`src/hw/rtl/rcslex_pkg.sv`:
```
`timescale 1ns / 1ps
`default_nettype none

package rcslex_pkg;

    // Input actions.
    localparam logic [1:0] ACT_DATA   = 2'd0;
    localparam logic [1:0] ACT_EOF    = 2'd1;
    localparam logic [1:0] ACT_SET_KW = 2'd2;

    // Result types.
    localparam logic RES_CONTENT = 1'b0;
    localparam logic RES_TOKEN   = 1'b1;

    // Token kinds below the keyword range.
    localparam logic [4:0] KIND_EOF    = 5'd0;
    localparam logic [4:0] KIND_JUNK   = 5'd1;
    localparam logic [4:0] KIND_IDENT  = 5'd2;
    localparam logic [4:0] KIND_NUMBER = 5'd3;
    localparam logic [4:0] KIND_STRING = 5'd4;
    localparam logic [4:0] KIND_COLON  = 5'd5;
    localparam logic [4:0] KIND_SEMI   = 5'd6;

    localparam logic [7:0] CHAR_AT = 8'h40;

    // Keyword table. Spellings are right-aligned in 64 bits, first letter highest.
    localparam int NUM_KW = 17;

    localparam logic [63:0] KW_TEXT [NUM_KW] = '{
        64'("access"), 64'("author"), 64'("branch"), 64'("branches"),
        64'("comment"), 64'("date"), 64'("desc"), 64'("expand"),
        64'("head"), 64'("locks"), 64'("log"), 64'("next"),
        64'("state"), 64'("strict"), 64'("suffix"), 64'("symbols"),
        64'("text")
    };

    localparam logic [3:0] KW_LEN [NUM_KW] = '{
        4'd6, 4'd6, 4'd6, 4'd8, 4'd7, 4'd4, 4'd4, 4'd6, 4'd4,
        4'd5, 4'd3, 4'd4, 4'd5, 4'd6, 4'd6, 4'd7, 4'd4
    };

    localparam logic [4:0] KW_KIND [NUM_KW] = '{
        5'd7, 5'd8, 5'd9, 5'd9, 5'd10, 5'd11, 5'd12, 5'd13, 5'd14,
        5'd15, 5'd16, 5'd17, 5'd18, 5'd19, 5'd20, 5'd21, 5'd22
    };

    // Depth of the result queue.
    localparam int OUT_DEPTH = 4;
    localparam int OUT_PTR_W = $clog2(OUT_DEPTH);
    localparam int OUT_CNT_W = $clog2(OUT_DEPTH + 1);

    typedef enum logic [2:0] {
        CL_JUNK,
        CL_SPACE,
        CL_AT,
        CL_DIGIT,
        CL_COLON,
        CL_SEMI,
        CL_WORD
    } byte_class_t;

    typedef struct packed {
        logic       result_type;
        logic [4:0] token_kind;
        logic [7:0] text_byte;
        logic       last;
    } result_t;

    // Up to two results produced by one input beat, in order.
    typedef struct packed {
        logic [1:0] count;
        result_t    first;
        result_t    second;
    } scan_out_t;

    // Latin-1 class of a byte.
    function automatic byte_class_t byte_class(input logic [7:0] c);
        byte_class_t cl;
        if (c < 8'd8)
            cl = CL_JUNK;
        else if (c < 8'd14)
            cl = CL_SPACE;
        else if (c < 8'd32)
            cl = CL_JUNK;
        else if (c == 8'd32)
            cl = CL_SPACE;
        else if (c == 8'h2E || (c >= 8'h30 && c <= 8'h39))
            cl = CL_DIGIT;
        else if (c == 8'h3A)
            cl = CL_COLON;
        else if (c == 8'h3B)
            cl = CL_SEMI;
        else if (c == CHAR_AT)
            cl = CL_AT;
        else if (c < 8'd127)
            cl = CL_WORD;
        else if (c < 8'd160)
            cl = CL_JUNK;
        else
            cl = CL_WORD;
        return cl;
    endfunction

    // Letter at position pos of keyword idx; only meaningful for pos below its length.
    function automatic logic [7:0] kw_char(input logic [4:0] idx, input logic [2:0] pos);
        logic [3:0]  sh;
        logic [63:0] word;
        sh   = KW_LEN[idx] - 4'd1 - {1'b0, pos};
        word = KW_TEXT[idx] >> {sh, 3'b000};
        return word[7:0];
    endfunction

    function automatic result_t mk_result(input logic rtype, input logic [4:0] kind,
                                          input logic [7:0] text);
        result_t r;
        r.result_type = rtype;
        r.token_kind  = kind;
        r.text_byte   = text;
        r.last        = 1'b0;
        return r;
    endfunction

endpackage

`default_nettype wire

```
`src/hw/rtl/rcslex_kw.sv`:
```
`timescale 1ns / 1ps
`default_nettype none

// Keyword candidate tracking: all 17 spellings are compared in parallel.
module rcslex_kw (
    input  wire logic [rcslex_pkg::NUM_KW-1:0] match_cur,
    input  wire logic [3:0]                    len_cur,
    input  wire logic                          restart,
    input  wire logic [7:0]                    byte_in,
    output logic      [rcslex_pkg::NUM_KW-1:0] match_next,
    output logic      [3:0]                    len_next,
    output logic                               hit,
    output logic      [4:0]                    hit_kind
);

    logic [rcslex_pkg::NUM_KW-1:0] base_match;
    logic [3:0]                    base_len;

    // A fresh identifier starts from all candidates at length zero.
    always_comb
    begin
        base_match = restart ? '1 : match_cur;
        base_len   = restart ? 4'd0 : len_cur;
        for (int i = 0; i < rcslex_pkg::NUM_KW; i++)
        begin
            match_next[i] = base_match[i]
                && (base_len < rcslex_pkg::KW_LEN[i])
                && (rcslex_pkg::kw_char(5'(i), base_len[2:0]) == byte_in);
        end
        len_next = (base_len == 4'd15) ? 4'd15 : base_len + 4'd1;
    end

    // A surviving candidate of exactly the current length is a keyword; first one wins.
    always_comb
    begin
        hit      = 1'b0;
        hit_kind = rcslex_pkg::KIND_IDENT;
        for (int i = rcslex_pkg::NUM_KW - 1; i >= 0; i--)
        begin
            if (match_cur[i] && rcslex_pkg::KW_LEN[i] == len_cur)
            begin
                hit      = 1'b1;
                hit_kind = rcslex_pkg::KW_KIND[i];
            end
        end
    end

endmodule

`default_nettype wire

```
`src/hw/rtl/rcslex_scan.sv`:
```
`timescale 1ns / 1ps
`default_nettype none

// Scanner: lexer state and the results of one input beat.
module rcslex_scan (
    input  wire logic                  clk,
    input  wire logic                  rst_n,
    input  wire logic                  advance,
    input  wire logic [1:0]            action,
    input  wire logic [7:0]            byte_value,
    output rcslex_pkg::scan_out_t      scan_out
);

    typedef enum logic [2:0] {
        MODE_IDLE   = 3'd0,
        MODE_IDENT  = 3'd1,
        MODE_NUMBER = 3'd2,
        MODE_STRING = 3'd3,
        MODE_STR_AT = 3'd4
    } mode_t;

    mode_t                         mode_reg, mode_next;
    logic                          expect_reg, expect_next;
    logic [rcslex_pkg::NUM_KW-1:0] match_reg;
    logic [3:0]                    len_reg;

    rcslex_pkg::byte_class_t       cls;
    logic                          is_word;
    logic                          continue_ident;
    logic                          do_start;
    logic                          track_en;
    logic [rcslex_pkg::NUM_KW-1:0] kw_match_next;
    logic [3:0]                    kw_len_next;
    logic                          kw_hit;
    logic [4:0]                    kw_hit_kind;
    logic [4:0]                    ident_kind;
    logic                          a_valid, b_valid;
    rcslex_pkg::result_t           a_res, b_res;

    assign cls            = rcslex_pkg::byte_class(byte_value);
    assign is_word        = (cls == rcslex_pkg::CL_WORD);
    assign continue_ident = (action == rcslex_pkg::ACT_DATA) && (mode_reg == MODE_IDENT)
                            && (is_word || cls == rcslex_pkg::CL_DIGIT);
    assign ident_kind     = (expect_reg && kw_hit) ? kw_hit_kind : rcslex_pkg::KIND_IDENT;

    rcslex_kw u_kw (
        .match_cur  (match_reg),
        .len_cur    (len_reg),
        .restart    (!continue_ident),
        .byte_in    (byte_value),
        .match_next (kw_match_next),
        .len_next   (kw_len_next),
        .hit        (kw_hit),
        .hit_kind   (kw_hit_kind)
    );

    // Results: a closes the open token or carries content, b comes from a fresh start or eof.
    always_comb
    begin
        mode_next   = mode_reg;
        expect_next = expect_reg;
        a_valid     = 1'b0;
        b_valid     = 1'b0;
        a_res       = '0;
        b_res       = '0;
        do_start    = 1'b0;

        case (action)
            rcslex_pkg::ACT_DATA:
            begin
                case (mode_reg)
                    MODE_IDENT:
                    begin
                        a_valid = 1'b1;
                        if (continue_ident)
                        begin
                            a_res = rcslex_pkg::mk_result(rcslex_pkg::RES_CONTENT,
                                                          rcslex_pkg::KIND_IDENT, byte_value);
                        end
                        else
                        begin
                            a_res = rcslex_pkg::mk_result(rcslex_pkg::RES_TOKEN, ident_kind,
                                                          8'd0);
                            if (expect_reg && kw_hit)
                                expect_next = 1'b0;
                            do_start = 1'b1;
                        end
                    end
                    MODE_NUMBER:
                    begin
                        a_valid = 1'b1;
                        if (cls == rcslex_pkg::CL_DIGIT)
                        begin
                            a_res = rcslex_pkg::mk_result(rcslex_pkg::RES_CONTENT,
                                                          rcslex_pkg::KIND_NUMBER, byte_value);
                        end
                        else
                        begin
                            a_res = rcslex_pkg::mk_result(rcslex_pkg::RES_TOKEN,
                                                          rcslex_pkg::KIND_NUMBER, 8'd0);
                            do_start = 1'b1;
                        end
                    end
                    MODE_STRING:
                    begin
                        if (cls == rcslex_pkg::CL_AT)
                        begin
                            mode_next = MODE_STR_AT;
                        end
                        else
                        begin
                            a_valid = 1'b1;
                            a_res   = rcslex_pkg::mk_result(rcslex_pkg::RES_CONTENT,
                                                            rcslex_pkg::KIND_STRING, byte_value);
                        end
                    end
                    MODE_STR_AT:
                    begin
                        a_valid = 1'b1;
                        if (cls == rcslex_pkg::CL_AT)
                        begin
                            a_res     = rcslex_pkg::mk_result(rcslex_pkg::RES_CONTENT,
                                                              rcslex_pkg::KIND_STRING,
                                                              rcslex_pkg::CHAR_AT);
                            mode_next = MODE_STRING;
                        end
                        else
                        begin
                            a_res    = rcslex_pkg::mk_result(rcslex_pkg::RES_TOKEN,
                                                             rcslex_pkg::KIND_STRING, 8'd0);
                            do_start = 1'b1;
                        end
                    end
                    default:
                    begin
                        do_start = 1'b1;
                    end
                endcase

                // The byte that ended a token, or any byte while idle, opens what comes next.
                if (do_start)
                begin
                    mode_next = MODE_IDLE;
                    case (cls)
                        rcslex_pkg::CL_JUNK:
                        begin
                            b_valid = 1'b1;
                            b_res   = rcslex_pkg::mk_result(rcslex_pkg::RES_TOKEN,
                                                            rcslex_pkg::KIND_JUNK, 8'd0);
                        end
                        rcslex_pkg::CL_SPACE:
                        begin
                            b_valid = 1'b0;
                        end
                        rcslex_pkg::CL_AT:
                        begin
                            mode_next = MODE_STRING;
                        end
                        rcslex_pkg::CL_DIGIT:
                        begin
                            mode_next = MODE_NUMBER;
                            b_valid   = 1'b1;
                            b_res     = rcslex_pkg::mk_result(rcslex_pkg::RES_CONTENT,
                                                              rcslex_pkg::KIND_NUMBER, byte_value);
                        end
                        rcslex_pkg::CL_COLON:
                        begin
                            b_valid = 1'b1;
                            b_res   = rcslex_pkg::mk_result(rcslex_pkg::RES_TOKEN,
                                                            rcslex_pkg::KIND_COLON, 8'd0);
                        end
                        rcslex_pkg::CL_SEMI:
                        begin
                            expect_next = 1'b1;
                            b_valid     = 1'b1;
                            b_res       = rcslex_pkg::mk_result(rcslex_pkg::RES_TOKEN,
                                                                rcslex_pkg::KIND_SEMI, 8'd0);
                        end
                        default:
                        begin
                            mode_next = MODE_IDENT;
                            b_valid   = 1'b1;
                            b_res     = rcslex_pkg::mk_result(rcslex_pkg::RES_CONTENT,
                                                              rcslex_pkg::KIND_IDENT, byte_value);
                        end
                    endcase
                end
            end
            rcslex_pkg::ACT_EOF:
            begin
                case (mode_reg)
                    MODE_IDENT:
                    begin
                        a_valid = 1'b1;
                        a_res   = rcslex_pkg::mk_result(rcslex_pkg::RES_TOKEN, ident_kind, 8'd0);
                        if (expect_reg && kw_hit)
                            expect_next = 1'b0;
                    end
                    MODE_NUMBER:
                    begin
                        a_valid = 1'b1;
                        a_res   = rcslex_pkg::mk_result(rcslex_pkg::RES_TOKEN,
                                                        rcslex_pkg::KIND_NUMBER, 8'd0);
                    end
                    MODE_STRING, MODE_STR_AT:
                    begin
                        a_valid = 1'b1;
                        a_res   = rcslex_pkg::mk_result(rcslex_pkg::RES_TOKEN,
                                                        rcslex_pkg::KIND_STRING, 8'd0);
                    end
                    default:
                    begin
                        a_valid = 1'b0;
                    end
                endcase
                mode_next = MODE_IDLE;
                b_valid   = 1'b1;
                b_res     = rcslex_pkg::mk_result(rcslex_pkg::RES_TOKEN,
                                                  rcslex_pkg::KIND_EOF, 8'd0);
            end
            rcslex_pkg::ACT_SET_KW:
            begin
                expect_next = 1'b1;
            end
            default:
            begin
                mode_next = mode_reg;
            end
        endcase
    end

    // Pack the results in order and flag the final one.
    always_comb
    begin
        scan_out = '0;
        if (a_valid && b_valid)
        begin
            scan_out.count       = 2'd2;
            scan_out.first       = a_res;
            scan_out.second      = b_res;
            scan_out.second.last = 1'b1;
        end
        else if (a_valid || b_valid)
        begin
            scan_out.count      = 2'd1;
            scan_out.first      = a_valid ? a_res : b_res;
            scan_out.first.last = 1'b1;
        end
    end

    // Keyword tracking moves only on identifier bytes.
    assign track_en = (action == rcslex_pkg::ACT_DATA) && (continue_ident || (do_start && is_word));

    // Lexer state.
    always_ff @(posedge clk or negedge rst_n)
    begin
        if (!rst_n)
        begin
            mode_reg   <= MODE_IDLE;
            expect_reg <= 1'b1;
            match_reg  <= '1;
            len_reg    <= 4'd0;
        end
        else if (advance)
        begin
            mode_reg   <= mode_next;
            expect_reg <= expect_next;
            if (track_en)
            begin
                match_reg <= kw_match_next;
                len_reg   <= kw_len_next;
            end
        end
    end

endmodule

`default_nettype wire

```
`src/hw/rtl/rcslex_out_fifo.sv`:
```
`timescale 1ns / 1ps
`default_nettype none

// Result queue: takes up to two results per cycle, hands out one per beat.
module rcslex_out_fifo (
    input  wire logic                 clk,
    input  wire logic                 rst_n,
    input  wire logic                 push,
    input  wire rcslex_pkg::scan_out_t scan_out,
    output logic                      room2,
    output logic                      out_valid,
    input  wire logic                 out_stall,
    output rcslex_pkg::result_t       head
);

    localparam int PW = rcslex_pkg::OUT_PTR_W;
    localparam int CW = rcslex_pkg::OUT_CNT_W;

    rcslex_pkg::result_t mem [rcslex_pkg::OUT_DEPTH];
    logic [PW-1:0]       wr_ptr_reg, wr_ptr_next;
    logic [PW-1:0]       rd_ptr_reg;
    logic [CW-1:0]       count_reg;
    logic [CW-1:0]       n_push;
    logic                pop;
    logic [CW:0]         free_slots;

    assign pop        = out_valid && !out_stall;
    assign out_valid  = (count_reg != '0);
    assign head       = mem[rd_ptr_reg];
    assign n_push     = push ? CW'(scan_out.count) : '0;
    assign free_slots = (CW+1)'(rcslex_pkg::OUT_DEPTH) - {1'b0, count_reg} + (CW+1)'(pop);
    assign room2      = (free_slots >= (CW+1)'(2));
    assign wr_ptr_next = wr_ptr_reg + PW'(1);

    // Storage.
    always_ff @(posedge clk)
    begin
        if (push && scan_out.count != 2'd0)
            mem[wr_ptr_reg] <= scan_out.first;
        if (push && scan_out.count == 2'd2)
            mem[wr_ptr_next] <= scan_out.second;
    end

    // Pointers and fill count.
    always_ff @(posedge clk or negedge rst_n)
    begin
        if (!rst_n)
        begin
            wr_ptr_reg <= '0;
            rd_ptr_reg <= '0;
            count_reg  <= '0;
        end
        else
        begin
            wr_ptr_reg <= wr_ptr_reg + PW'(n_push);
            if (pop)
                rd_ptr_reg <= rd_ptr_reg + PW'(1);
            count_reg <= count_reg + n_push - CW'(pop);
        end
    end

endmodule

`default_nettype wire

```
`src/hw/rtl/rcs_token_lexer_unit.sv`:
```
// RCS file tokenizer, one byte per input beat.
// Input channel: in_valid / in_stall with action (0 data byte, 1 end of input,
// 2 expect a keyword) and byte_value. A beat is taken when in_valid is high and
// in_stall is low.
// Output channel: out_valid / out_stall with result_type, token_kind, text_byte
// and last. Each input beat gives zero, one or two result beats; last marks the
// final result of an input beat.
// An accepted beat is scanned from the input register, and its results are
// written into the result queue, from whose head they are offered.
// Throughput: one input beat per cycle while each beat gives at most one result
// and the receiver does not stall; a beat that both closes a token and starts
// another gives two results. The input register holds a beat until the
// four-entry result queue has room for two results, which is what sets in_stall.
// When the receiver stalls, the queued results hold and in_stall rises once the
// queue has room for fewer than two results. Reset empties the queue and input
// register, returns the scanner to idle with a keyword expected.
`timescale 1ns / 1ps
`default_nettype none

module rcs_token_lexer_unit (
    input  wire logic       clk,
    input  wire logic       rst_n,
    input  wire logic       in_valid,
    output logic            in_stall,
    input  wire logic [1:0] action,
    input  wire logic [7:0] byte_value,
    output logic            out_valid,
    input  wire logic       out_stall,
    output logic            result_type,
    output logic [4:0]      token_kind,
    output logic [7:0]      text_byte,
    output logic            last
);

    logic                  in_valid_reg;
    logic [1:0]            action_reg;
    logic [7:0]            byte_reg;
    logic                  load;
    logic                  advance;
    logic                  room2;
    rcslex_pkg::scan_out_t scan_out;
    rcslex_pkg::result_t   head;

    assign advance  = in_valid_reg && room2;
    assign in_stall = in_valid_reg && !room2;
    assign load     = in_valid && !in_stall;

    // Input register.
    always_ff @(posedge clk or negedge rst_n)
    begin
        if (!rst_n)
            in_valid_reg <= 1'b0;
        else if (load)
            in_valid_reg <= 1'b1;
        else if (advance)
            in_valid_reg <= 1'b0;
    end

    always_ff @(posedge clk)
    begin
        if (load)
        begin
            action_reg <= action;
            byte_reg   <= byte_value;
        end
    end

    rcslex_scan u_scan (
        .clk        (clk),
        .rst_n      (rst_n),
        .advance    (advance),
        .action     (action_reg),
        .byte_value (byte_reg),
        .scan_out   (scan_out)
    );

    rcslex_out_fifo u_fifo (
        .clk       (clk),
        .rst_n     (rst_n),
        .push      (advance),
        .scan_out  (scan_out),
        .room2     (room2),
        .out_valid (out_valid),
        .out_stall (out_stall),
        .head      (head)
    );

    assign result_type = head.result_type;
    assign token_kind  = head.token_kind;
    assign text_byte   = head.text_byte;
    assign last        = head.last;

endmodule

`default_nettype wire

```
`config.mk`:
```
export PLATFORM = sky130hd
export DESIGN_NAME = rcs_token_lexer_unit
export DESIGN_NICKNAME = d
export VERILOG_FILES = /design/src/hw/rtl/rcslex_pkg.sv /design/src/hw/rtl/rcslex_kw.sv /design/src/hw/rtl/rcslex_scan.sv /design/src/hw/rtl/rcslex_out_fifo.sv /design/src/hw/rtl/rcs_token_lexer_unit.sv
export SDC_FILE = /design/constraint.sdc
export NUM_CORES = 1
export LEC_CHECK = 0
export ABC_AREA = 1
export BUFFER_PORTS_ARGS = -buffer_cell sky130_fd_sc_hd__buf_2
export CAP_MARGIN = 20
export CORE_UTILIZATION = 55
export DETAILED_ROUTE_END_ITERATION = 6
export PLACE_DENSITY_LB_ADDON = 0.1
export REMOVE_ABC_BUFFERS = 1
export SLEW_MARGIN = 40
export SYNTH_ARGS = -nofsm -noshare
export SYNTH_HDL_FRONTEND = slang
export SYNTH_HIERARCHICAL = 1
export SYNTH_SLANG_ARGS = --single-unit
export TNS_END_PERCENT = 10
```
`constraint.sdc`:
```
create_clock -name clk -period 4.1 [get_ports clk]
set_clock_uncertainty 0.15 [all_clocks]
set_input_delay 0.82 -clock clk [delete_from_list [all_inputs] [get_ports clk]]
set_output_delay 0.82 -clock clk [all_outputs]
set_load 0.01 [all_outputs]
```
After elaboration in Yosys (flattened, before gate mapping). Memory sizes are Yosys's and may differ from the RTL's. Index checks and enable logic that the tools add are counted.

Output and inout port bits: 17. Register bits after elaboration: 43. Input port bits: 14. Memories: 1. Bits in writable memories: 60. Word-level logic and storage cells: 282.

Memories: u_fifo.mem (depth 4, bits a word 15, read ports 1, clocked after Yosys merged registers in 0, write ports 2, RTL line rcslex_out_fifo.sv:19) `rcslex_pkg::result_t mem [rcslex_pkg::OUT_DEPTH];`.

Equal/unequal tests: 46. $lt $le $gt $ge: 14. Shifts and indexed selects: 17. Reductions and logical operators: 86. Add/sub/neg operators: 14. Multiplexer cells: 94.

Operators with widths (number): 47-bit by 7-bit right shift with 8-bit output (first input constant) (6); 31-bit by 7-bit right shift with 8-bit output (first input constant) (5); 8-bit == test (17); 55-bit by 7-bit right shift with 8-bit output (first input constant) (2); 15-bit 2-to-1 mux (6); 5-bit 2-to-1 mux (18); 39-bit by 7-bit right shift with 8-bit output (first input constant) (2); 15-bit one-hot mux with 5 select lines (1); 1-bit logical AND (64); 63-bit by 7-bit right shift with 8-bit output (first input constant) (1); 15-bit one-hot mux with 2 select lines (2); 15-bit one-hot mux with 4 select lines (1); 15-bit one-hot mux with 3 select lines (1); 3-bit 2-to-1 mux (13); 1-bit 2-to-1 mux (37); 17-bit 2-to-1 mux (2); 8-bit by 6-bit == test with 1-bit output (second input constant) (4); 23-bit by 7-bit right shift with 8-bit output (first input constant) (1); 3-bit by 3-bit subtractor with 4-bit output (first input constant) (5); 3-bit by 4-bit == test with 1-bit output (first input constant) (4); 4-bit by 3-bit < comparator with 1-bit output (second input constant) (4); 8-bit by 4-bit < comparator with 1-bit output (second input constant) (2); 16-bit 2-to-1 mux (1); 3-bit by 2-bit == test with 1-bit output (second input constant) (4); 45 further kinds (68).

Logic depth before layout (Yosys ltp). Gate-level depths: netlist (run 1).

Word-level depth: 31. Mapped depth: 23. Depth with buffers taken out: 23.

Cells and area by module. The synthesis (run 1) kept the hierarchy.

Modules (own cells, without submodules): rcslex_out_fifo (cells each 458, times used 1, sequential area each 1976.9 sq um, area each 3789.9 sq um); rcslex_kw (cells each 432, times used 1, sequential area each 0.0 sq um, area each 2353.5 sq um); rcslex_scan (cells each 349, times used 1, sequential area each 648.1 sq um, area each 2223.4 sq um); rcs_token_lexer_unit (cells each 19, times used 1, sequential area each 325.3 sq um, area each 365.4 sq um).

Worst setup path before layout (run 1). OpenSTA, ideal clock, no wires.

Kind: flip-flop to flip-flop. Start point: register byte_reg[6]. End point: memory u_fifo/mem[0][0] (netlist bit) (enable). Clock period less this slack: 3.994 ns. Arrival: 3.436 ns. Library setup time: 0.408 ns. Buffers on the path: 1. Slack: 0.106 ns. Stages on the path, launching flop included: 16. Required time: 3.542 ns. Path through: edfxtp_1 -> inv_2 -> nand2_1 -> nor2_1 -> nand2_1 -> nand2_2 -> o21bai_4 -> nand3_4 -> nand2_4 -> nand3_2 -> nand2_1 -> o21ai_0 -> ha_1 -> buf_4 -> o21ai_0 -> o21ai_0.

RTL lines: from (decl) (RTL line rcs_token_lexer_unit.sv:37) `logic [7:0] byte_reg;`; from (signal assigned) (RTL line rcs_token_lexer_unit.sv:64) `byte_reg <= byte_value;`; to (decl) (RTL line rcslex_out_fifo.sv:19).

==> flow_summary.ini, run 1 <==
[status]
status = completed

[placement]
dpl_cell_area_sq_mm = 0.00899
gp_congestion = 0.933
port_buffers = 30
dp_hpwl_microns = 17500

[clocking]
root_buffer = clkbuf_16
clock_path_buffers = 2
clk_pin_slew_ns = 0.07
worstSkewPairLatency_ns = 0.36
clock_sinks = 103
htreeDepth = 3
cts_tree = built
holdBufCountCts = 0
cts_made_buffers = 9

[logic_synthesis]
synth_seq_cells = 103
ys_types = 56
synthCells = 1258
async_flop_share_pct = 32.0
postSynthAreaPerCell_sq_um = 6.94
ys.warnings.count = 6
synth-edff-count = 70
synth_area_sq_mm = 0.00873
seq_area_frac_synth_pct = 33.8
synth-main-ff-cell = edfxtp_1

[global_route]
grt_max_degree = 49
use_met1_pct = 39.4
grt_pass1_vias = 7830
track_usage_pct = 31.1
antenna_found_initial = 0
globalRouteMet3Util_pct = 5.05
grt_pass1_wl_microns = 39100
grt-busiest-layer = met2
grt_overflow = 0
use_met2_pct = 52.4

[floorplan]
die_h_microns = 128
initial_core_util_pct = 56.8
fp.coreArea_sq_mm = 0.0154
dieArea_sq_mm = 0.0164
std_cell_rows = 45
ios = 31
dieWidth_microns = 128

[sta]
fin_crit_ns = 3.74
rsz0062_at_grt = false
setup_viol_count_final = 0
hold_viol = 0
timing.final.crit_share_pct = 91.3
relSlewSlack_pct = 43.0
fin_setup_tns_ns = 0
max_freq_mhz = 267
slew_violations = 0
holdWs_ns = 0.250
tightest_slew_ns = 0.854

[worst_setup_path]
max_stage_delay_ns = 0.55
startpoint_type = register
cp.buffers_inverters = 4
r2r-end = u_fifo/mem[1][10]$_DFFE_PP_
path_cells = inv_2 > nand2_1 > nor2_1 > nand3_1 > nand4_1 > nand2_1 > nand3_1 > nor2_1 > o21ai_0 > inv_1 > ha_1 > nor2_1 > inv_1 > nor2_1 > inv_1 > o21ai_0 > nand2_1 > nand2_1
cp_slowest_cell = o21ai_0
critPathKind = register to register
crit_fanout = 8
regToRegSetupSlack_ns = 0.36
reg2reg_from = byte_reg[6]$_DFFE_PP_
crit_family = simple AND/OR/NAND/NOR gates
crit_required_ns = 4.18
worstSetupEndpointType = register
crit_arrival_ns = 3.82
crit_path_end = u_fifo/mem[1][10]$_DFFE_PP_
crit_path_start = byte_reg[6]$_DFFE_PP_
r2r_cells = 18
cp.depth = 18

[flow_run]
max-cap-violations = 0

[finish]
drive_gt1_share_pct = 12.4
area_growth_syn_to_layout_pct = 6.72
largest_register_ff_count = 60
finalCoreUtilization_pct = 60.6
final_area_sq_mm = 0.00932
nNetsFinal = 1315
diodes = 0
n_fill_cell = 1483
final_common_cell = nand2_1
final_cell_mix = 399 x nand2_1, 143 x nand3_1, 128 x nor2_1

[hold_path]
worstHoldPathType = input port to asynchronous set/reset pin

[routing]
drt_first_pass_iters = 5
viasPerCell = 5.75
drcViolationCount = 0
drt_wl_total_microns = 24700
wl_per_cell_microns = 16.6
ant_nets = 0
drt-initial-drc-count = 933
vias = 8567

[power_and_ir_drop]
peakVddDrop_uv = 323
p_leak_nw = 4.53
powerDensity_mw_per_mm2 = 531
## synth_stat cells, types with 5 or more instances
| cell type | count | share of area (%) |
|---|---|---|
| o211ai_1 | 7 | 0.60 |
| inv_2 | 17 | 0.73 |
| dfrtp_1 | 15 | 4.3 |
| inv_1 | 101 | 4.3 |
| clkbuf_1 | 10 | 0.43 |
| o2111ai_1 | 6 | 0.60 |
| buf_6 | 11 | 1.4 |
| xor2_1 | 37 | 3.7 |
| buf_4 | 10 | 0.86 |
| dfstp_2 | 18 | 5.4 |
| nand4_1 | 27 | 1.9 |
| nor3_1 | 17 | 0.97 |
| o22ai_1 | 6 | 0.43 |
| nand2_2 | 10 | 0.72 |
| nand2_4 | 8 | 1.0 |
| o21ai_0 | 76 | 4.4 |
| nor4_1 | 5 | 0.36 |
| edfxtp_1 | 70 | 24 |
| nand3_1 | 143 | 8.2 |
| nor2_1 | 128 | 5.5 |
| nand2_1 | 399 | 17 |
| ha_1 | 27 | 3.9 |
| o21ai_1 | 7 | 0.40 |
| buf_1 | 6 | 0.26 |
| buf_2 | 17 | 0.97 |
| nor2_2 | 5 | 0.36 |
| a21oi_1 | 30 | 1.7 |
## cells by family after synthesis
logic type                 Yosys count  synth area share [%]
and+or+nand+nor                    764                  38.9
buffers and inverters              174                  9.13
AOI/OAI and AO/OA                  148                  10.1
DFF                                103                  33.8
xor gates and xnor gates            40                  4.01
adders and majority gates           28                  4.10
other                                1                0.0429
## worst min path at each step
stage / from / endpoint / slack [ns]
after global routing: rst_n / u_fifo/rd_ptr_reg[1]$_DFFE_PN0P_ / 0.28
after CTS: u_scan/match_reg[0]$_DFFE_PN1P_ / u_scan/match_reg[0]$_DFFE_PN1P_ / 0.32
final: rst_n / u_fifo/rd_ptr_reg[0]$_DFFE_PN0P_ / 0.25
after detailed placement: u_scan/match_reg[0]$_DFFE_PN1P_ / u_scan/match_reg[0]$_DFFE_PN1P_ / 0.31
after floorplan: u_fifo/rd_ptr_reg[1]$_DFFE_PN0P_ / u_fifo/rd_ptr_reg[1]$_DFFE_PN0P_ / 0.29
after global placement: u_scan/match_reg[0]$_DFFE_PN1P_ / u_scan/match_reg[0]$_DFFE_PN1P_ / 0.30
## metrics by stage
step / power [mW] / cells / worst slack, ns
after floorplan: 3.25 / 1205 / -0.576
after global placement: 4.04 / 1471 / 0.282
after detailed placement: 4.07 / 1471 / 0.237
after CTS: 4.91 / 1487 / 0.221
after global routing: 5.31 / 1489 / 0.0290
final: 4.95 / 1489 / 0.356
## cell type report
class | count | area [sq um] | area share, %
multi-input cells | 982 | 5010 | 53.7
flip-flops and latches | 103 | 2950 | 31.7
inverters | 120 | 453 | 4.86
repair buffers | 57 | 355 | 3.81
well taps | 211 | 264 | 2.83
clock buffers | 10 | 239 | 2.56
clock inverters | 6 | 51.3 | 0.550
## routing by layer
metal / vias up / part of all wire (%)
met2: 423 / 48
met1: 3916 / 42
met3: 58 / 7.1
met5: - / 0
met4: 0 / 3.1
li1: 4170 / -
## power by group
part,leakage (nW),total (mW),switching [mW],internal [mW]
Clock,0.145,0.843,0.405,0.438
Combinational,3.36,2.57,1.82,0.750
Sequential,1.03,1.53,0.130,1.40
## what timing repair did
item,in CTS,in global routing
setup buffers,0,2
endpoints found under the hold margin,0,0
gates resized for setup,0,4
endpoints found under the setup margin,0,109
No activity file was read; power rests on OpenSTA's default activity.
==> run 2: changes to the inputs <==
Settings changed: PLACE_DENSITY set to 0.75, PLACE_DENSITY_LB_ADDON 0.1 to unset.
==> run 2 against run 1 <==
Against the previous run: highest routed layer unchanged; sequential share of layout area increased by 0.22 points; clock power decreased by 6.5%; worst hold slack better by 0.013 ns; total power down 1.4%; via count about the same.
==> flow_summary.ini, run 2 (synthesized netlist as in run 1, its figures left out) <==
[worst_setup_path]
cp.buffers_inverters = 2
crit_required_ns = 4.25
startpoint_type = register
path_cells = inv_1 > nand2_1 > nor2_1 > nand2_1 > nand2_2 > o21bai_4 > nand3_4 > nand2_4 > nand3_2 > nand2_1 > o21ai_0 > ha_2 > nand2_1 > ha_1 > inv_1 > ha_1 > fa_1 > nand3b_1 > nand2_1
r2r_cells = 19
critPathKind = register to register
crit_fanout = 7
crit_path_start = byte_reg[4]$_DFFE_PP_
cp_slowest_cell = edfxtp_1
max_stage_delay_ns = 0.50
reg2reg_from = byte_reg[4]$_DFFE_PP_
cp_common_cell = nand2_1
crit_family = adder cells
worstSetupEndpointType = register
crit_arrival_ns = 3.96
cp.depth = 19

[power_and_ir_drop]
combinationalPowerShare_pct = 52.4
power.internal_mw = 2.56
p_sw_mw = 2.32
p_clk_share_pct = 16.2
p_leak_nw = 4.47
powerDensity_mw_per_mm2 = 527
switching_share_pct = 47.5
pwr-share-seq_pct = 31.5
peakVddDrop_uv = 251

[clocking]
clk_pin_slew_ns = 0.07
holdBufCountCts = 0
clock_path_buffers = 2
worstSkewPairLatency_ns = 0.36
htreeDepth = 3
cts_made_buffers = 9
clock_sinks = 103
cts_tree = built
root_buffer = clkbuf_16

[finish]
nNetsFinal = 1311
finalCoreUtilization_pct = 60.2
multi_input_area_sq_mm = 0.00500
final_area_sq_mm = 0.00926
final_common_cell = nand2_1
largest_register_ff_count = 60
drive_gt1_share_pct = 11.9
area_growth_syn_to_layout_pct = 5.99
final_cell_mix = 399 x nand2_1, 143 x nand3_1, 128 x nor2_1
n_fill_cell = 1459
diodes = 0
ff_latch_area_sq_mm = 0.00295

[sta]
slew_violations = 0
fin_crit_ns = 3.81
setup_ws_ns = 0.292
timing.final.crit_share_pct = 92.9
relSlewSlack_pct = 42.4
tightest_slew_ns = 0.863
max_freq_mhz = 263
hold_viol = 0
holdWs_ns = 0.263
fin_setup_tns_ns = 0
rsz0062_at_grt = false
setup_viol_count_final = 0

[routing]
drcViolationCount = 0
vias = 8571
drt_wl_total_microns = 24000
wl_per_cell_microns = 16.2
drt-initial-drc-count = 927
ant_nets = 0
drt_first_pass_iters = 6
viasPerCell = 5.78

[placement]
port_buffers = 30
dpl_cell_area_sq_mm = 0.00897
dp_hpwl_microns = 17100
gp_congestion = 0.995
pre_cts_ws_ns = 0.150

[global_route]
grt_max_degree = 49
grt_pass1_vias = 7724
grt_overflow = 0
grt_pass1_wl_microns = 38600
antenna_found_initial = 0
track_usage_pct = 30.2

[status]
status = completed

[floorplan]
ios = 31
dieArea_sq_mm = 0.0164
dieWidth_microns = 128
fp.coreArea_sq_mm = 0.0154
initial_core_util_pct = 56.8
std_cell_rows = 45
die_h_microns = 128

[hold_path]
worstHoldPathType = input port to asynchronous set/reset pin

[flow_run]
max-cap-violations = 0
==> run 2: cell count changes in the layout (fill, tap and decap cells not counted), sizes merged <==
cell      before  now
inv          122  120
buf           57   53
clkinvlp       0    1
==> run 2: path summary, 6_finish.rpt <==
check | end | slack, ns
worst min-delay path | u_fifo/rd_ptr_reg[1]$_DFFE_PN0P_ | 0.26
min in group clk | u_scan/match_reg[0]$_DFFE_PN1P_ | 0.32
max in group asynchronous | u_scan/match_reg[10]$_DFFE_PN1P_ | 3.18
worst max register to register | u_fifo/count_reg[2]$_DFF_PN0_ | 0.29
worst min register to register | u_scan/match_reg[0]$_DFFE_PN1P_ | 0.32
worst max-delay path | u_fifo/count_reg[2]$_DFF_PN0_ | 0.29
==> run 2: routing by layer <==
| layer | vias up | share of wire [%] | global-route usage [%] |
|---|---|---|---|
| met4 | 0 | 3.3 | 11.8 |
| met3 | 68 | 8.3 | 5.63 |
| met5 | - | 0 | 0 |
| li1 | 4163 | - | - |
| met1 | 3886 | 42 | 39.9 |
| met2 | 454 | 46 | 49.0 |
==> run 2: power by group through the flow <==
stage | logic, mW | clock network [mW] | registers [mW]
6_report | 2.55 | 0.788 | 1.53
3_5_place_dp | 2.50 | 0 | 1.56
4_1_cts | 2.51 | 0.801 | 1.54
2_1_floorplan | 1.66 | 0 | 1.59
5_1_grt | 2.84 | 0.844 | 1.56
3_3_place_gp | 2.45 | 0 | 1.55
==> run 2: metrics by stage <==
step	power, mW	std cells
after floorplan	3.25	1205
after global placement	4.00	1468
after detailed placement	4.05	1468
after CTS	4.85	1483
after global routing	5.23	1484
final	4.88	1484
==> run 2: area by class of cell <==
class / instances / area share, %
sequential: 103 / 31.9
inverter: 120 / 4.92
clock buffer: 10 / 2.47
multi-input combinational: 982 / 54.0
timing repair buffer: 53 / 3.51
clock inverter: 5 / 0.379
tap: 211 / 2.85
==> run 2: repair_timing <==
action                     4_1_cts  5_1_grt
buffers inserted                 0        1
setup endpoints to repair        0      114
gates resized for setup          0        6
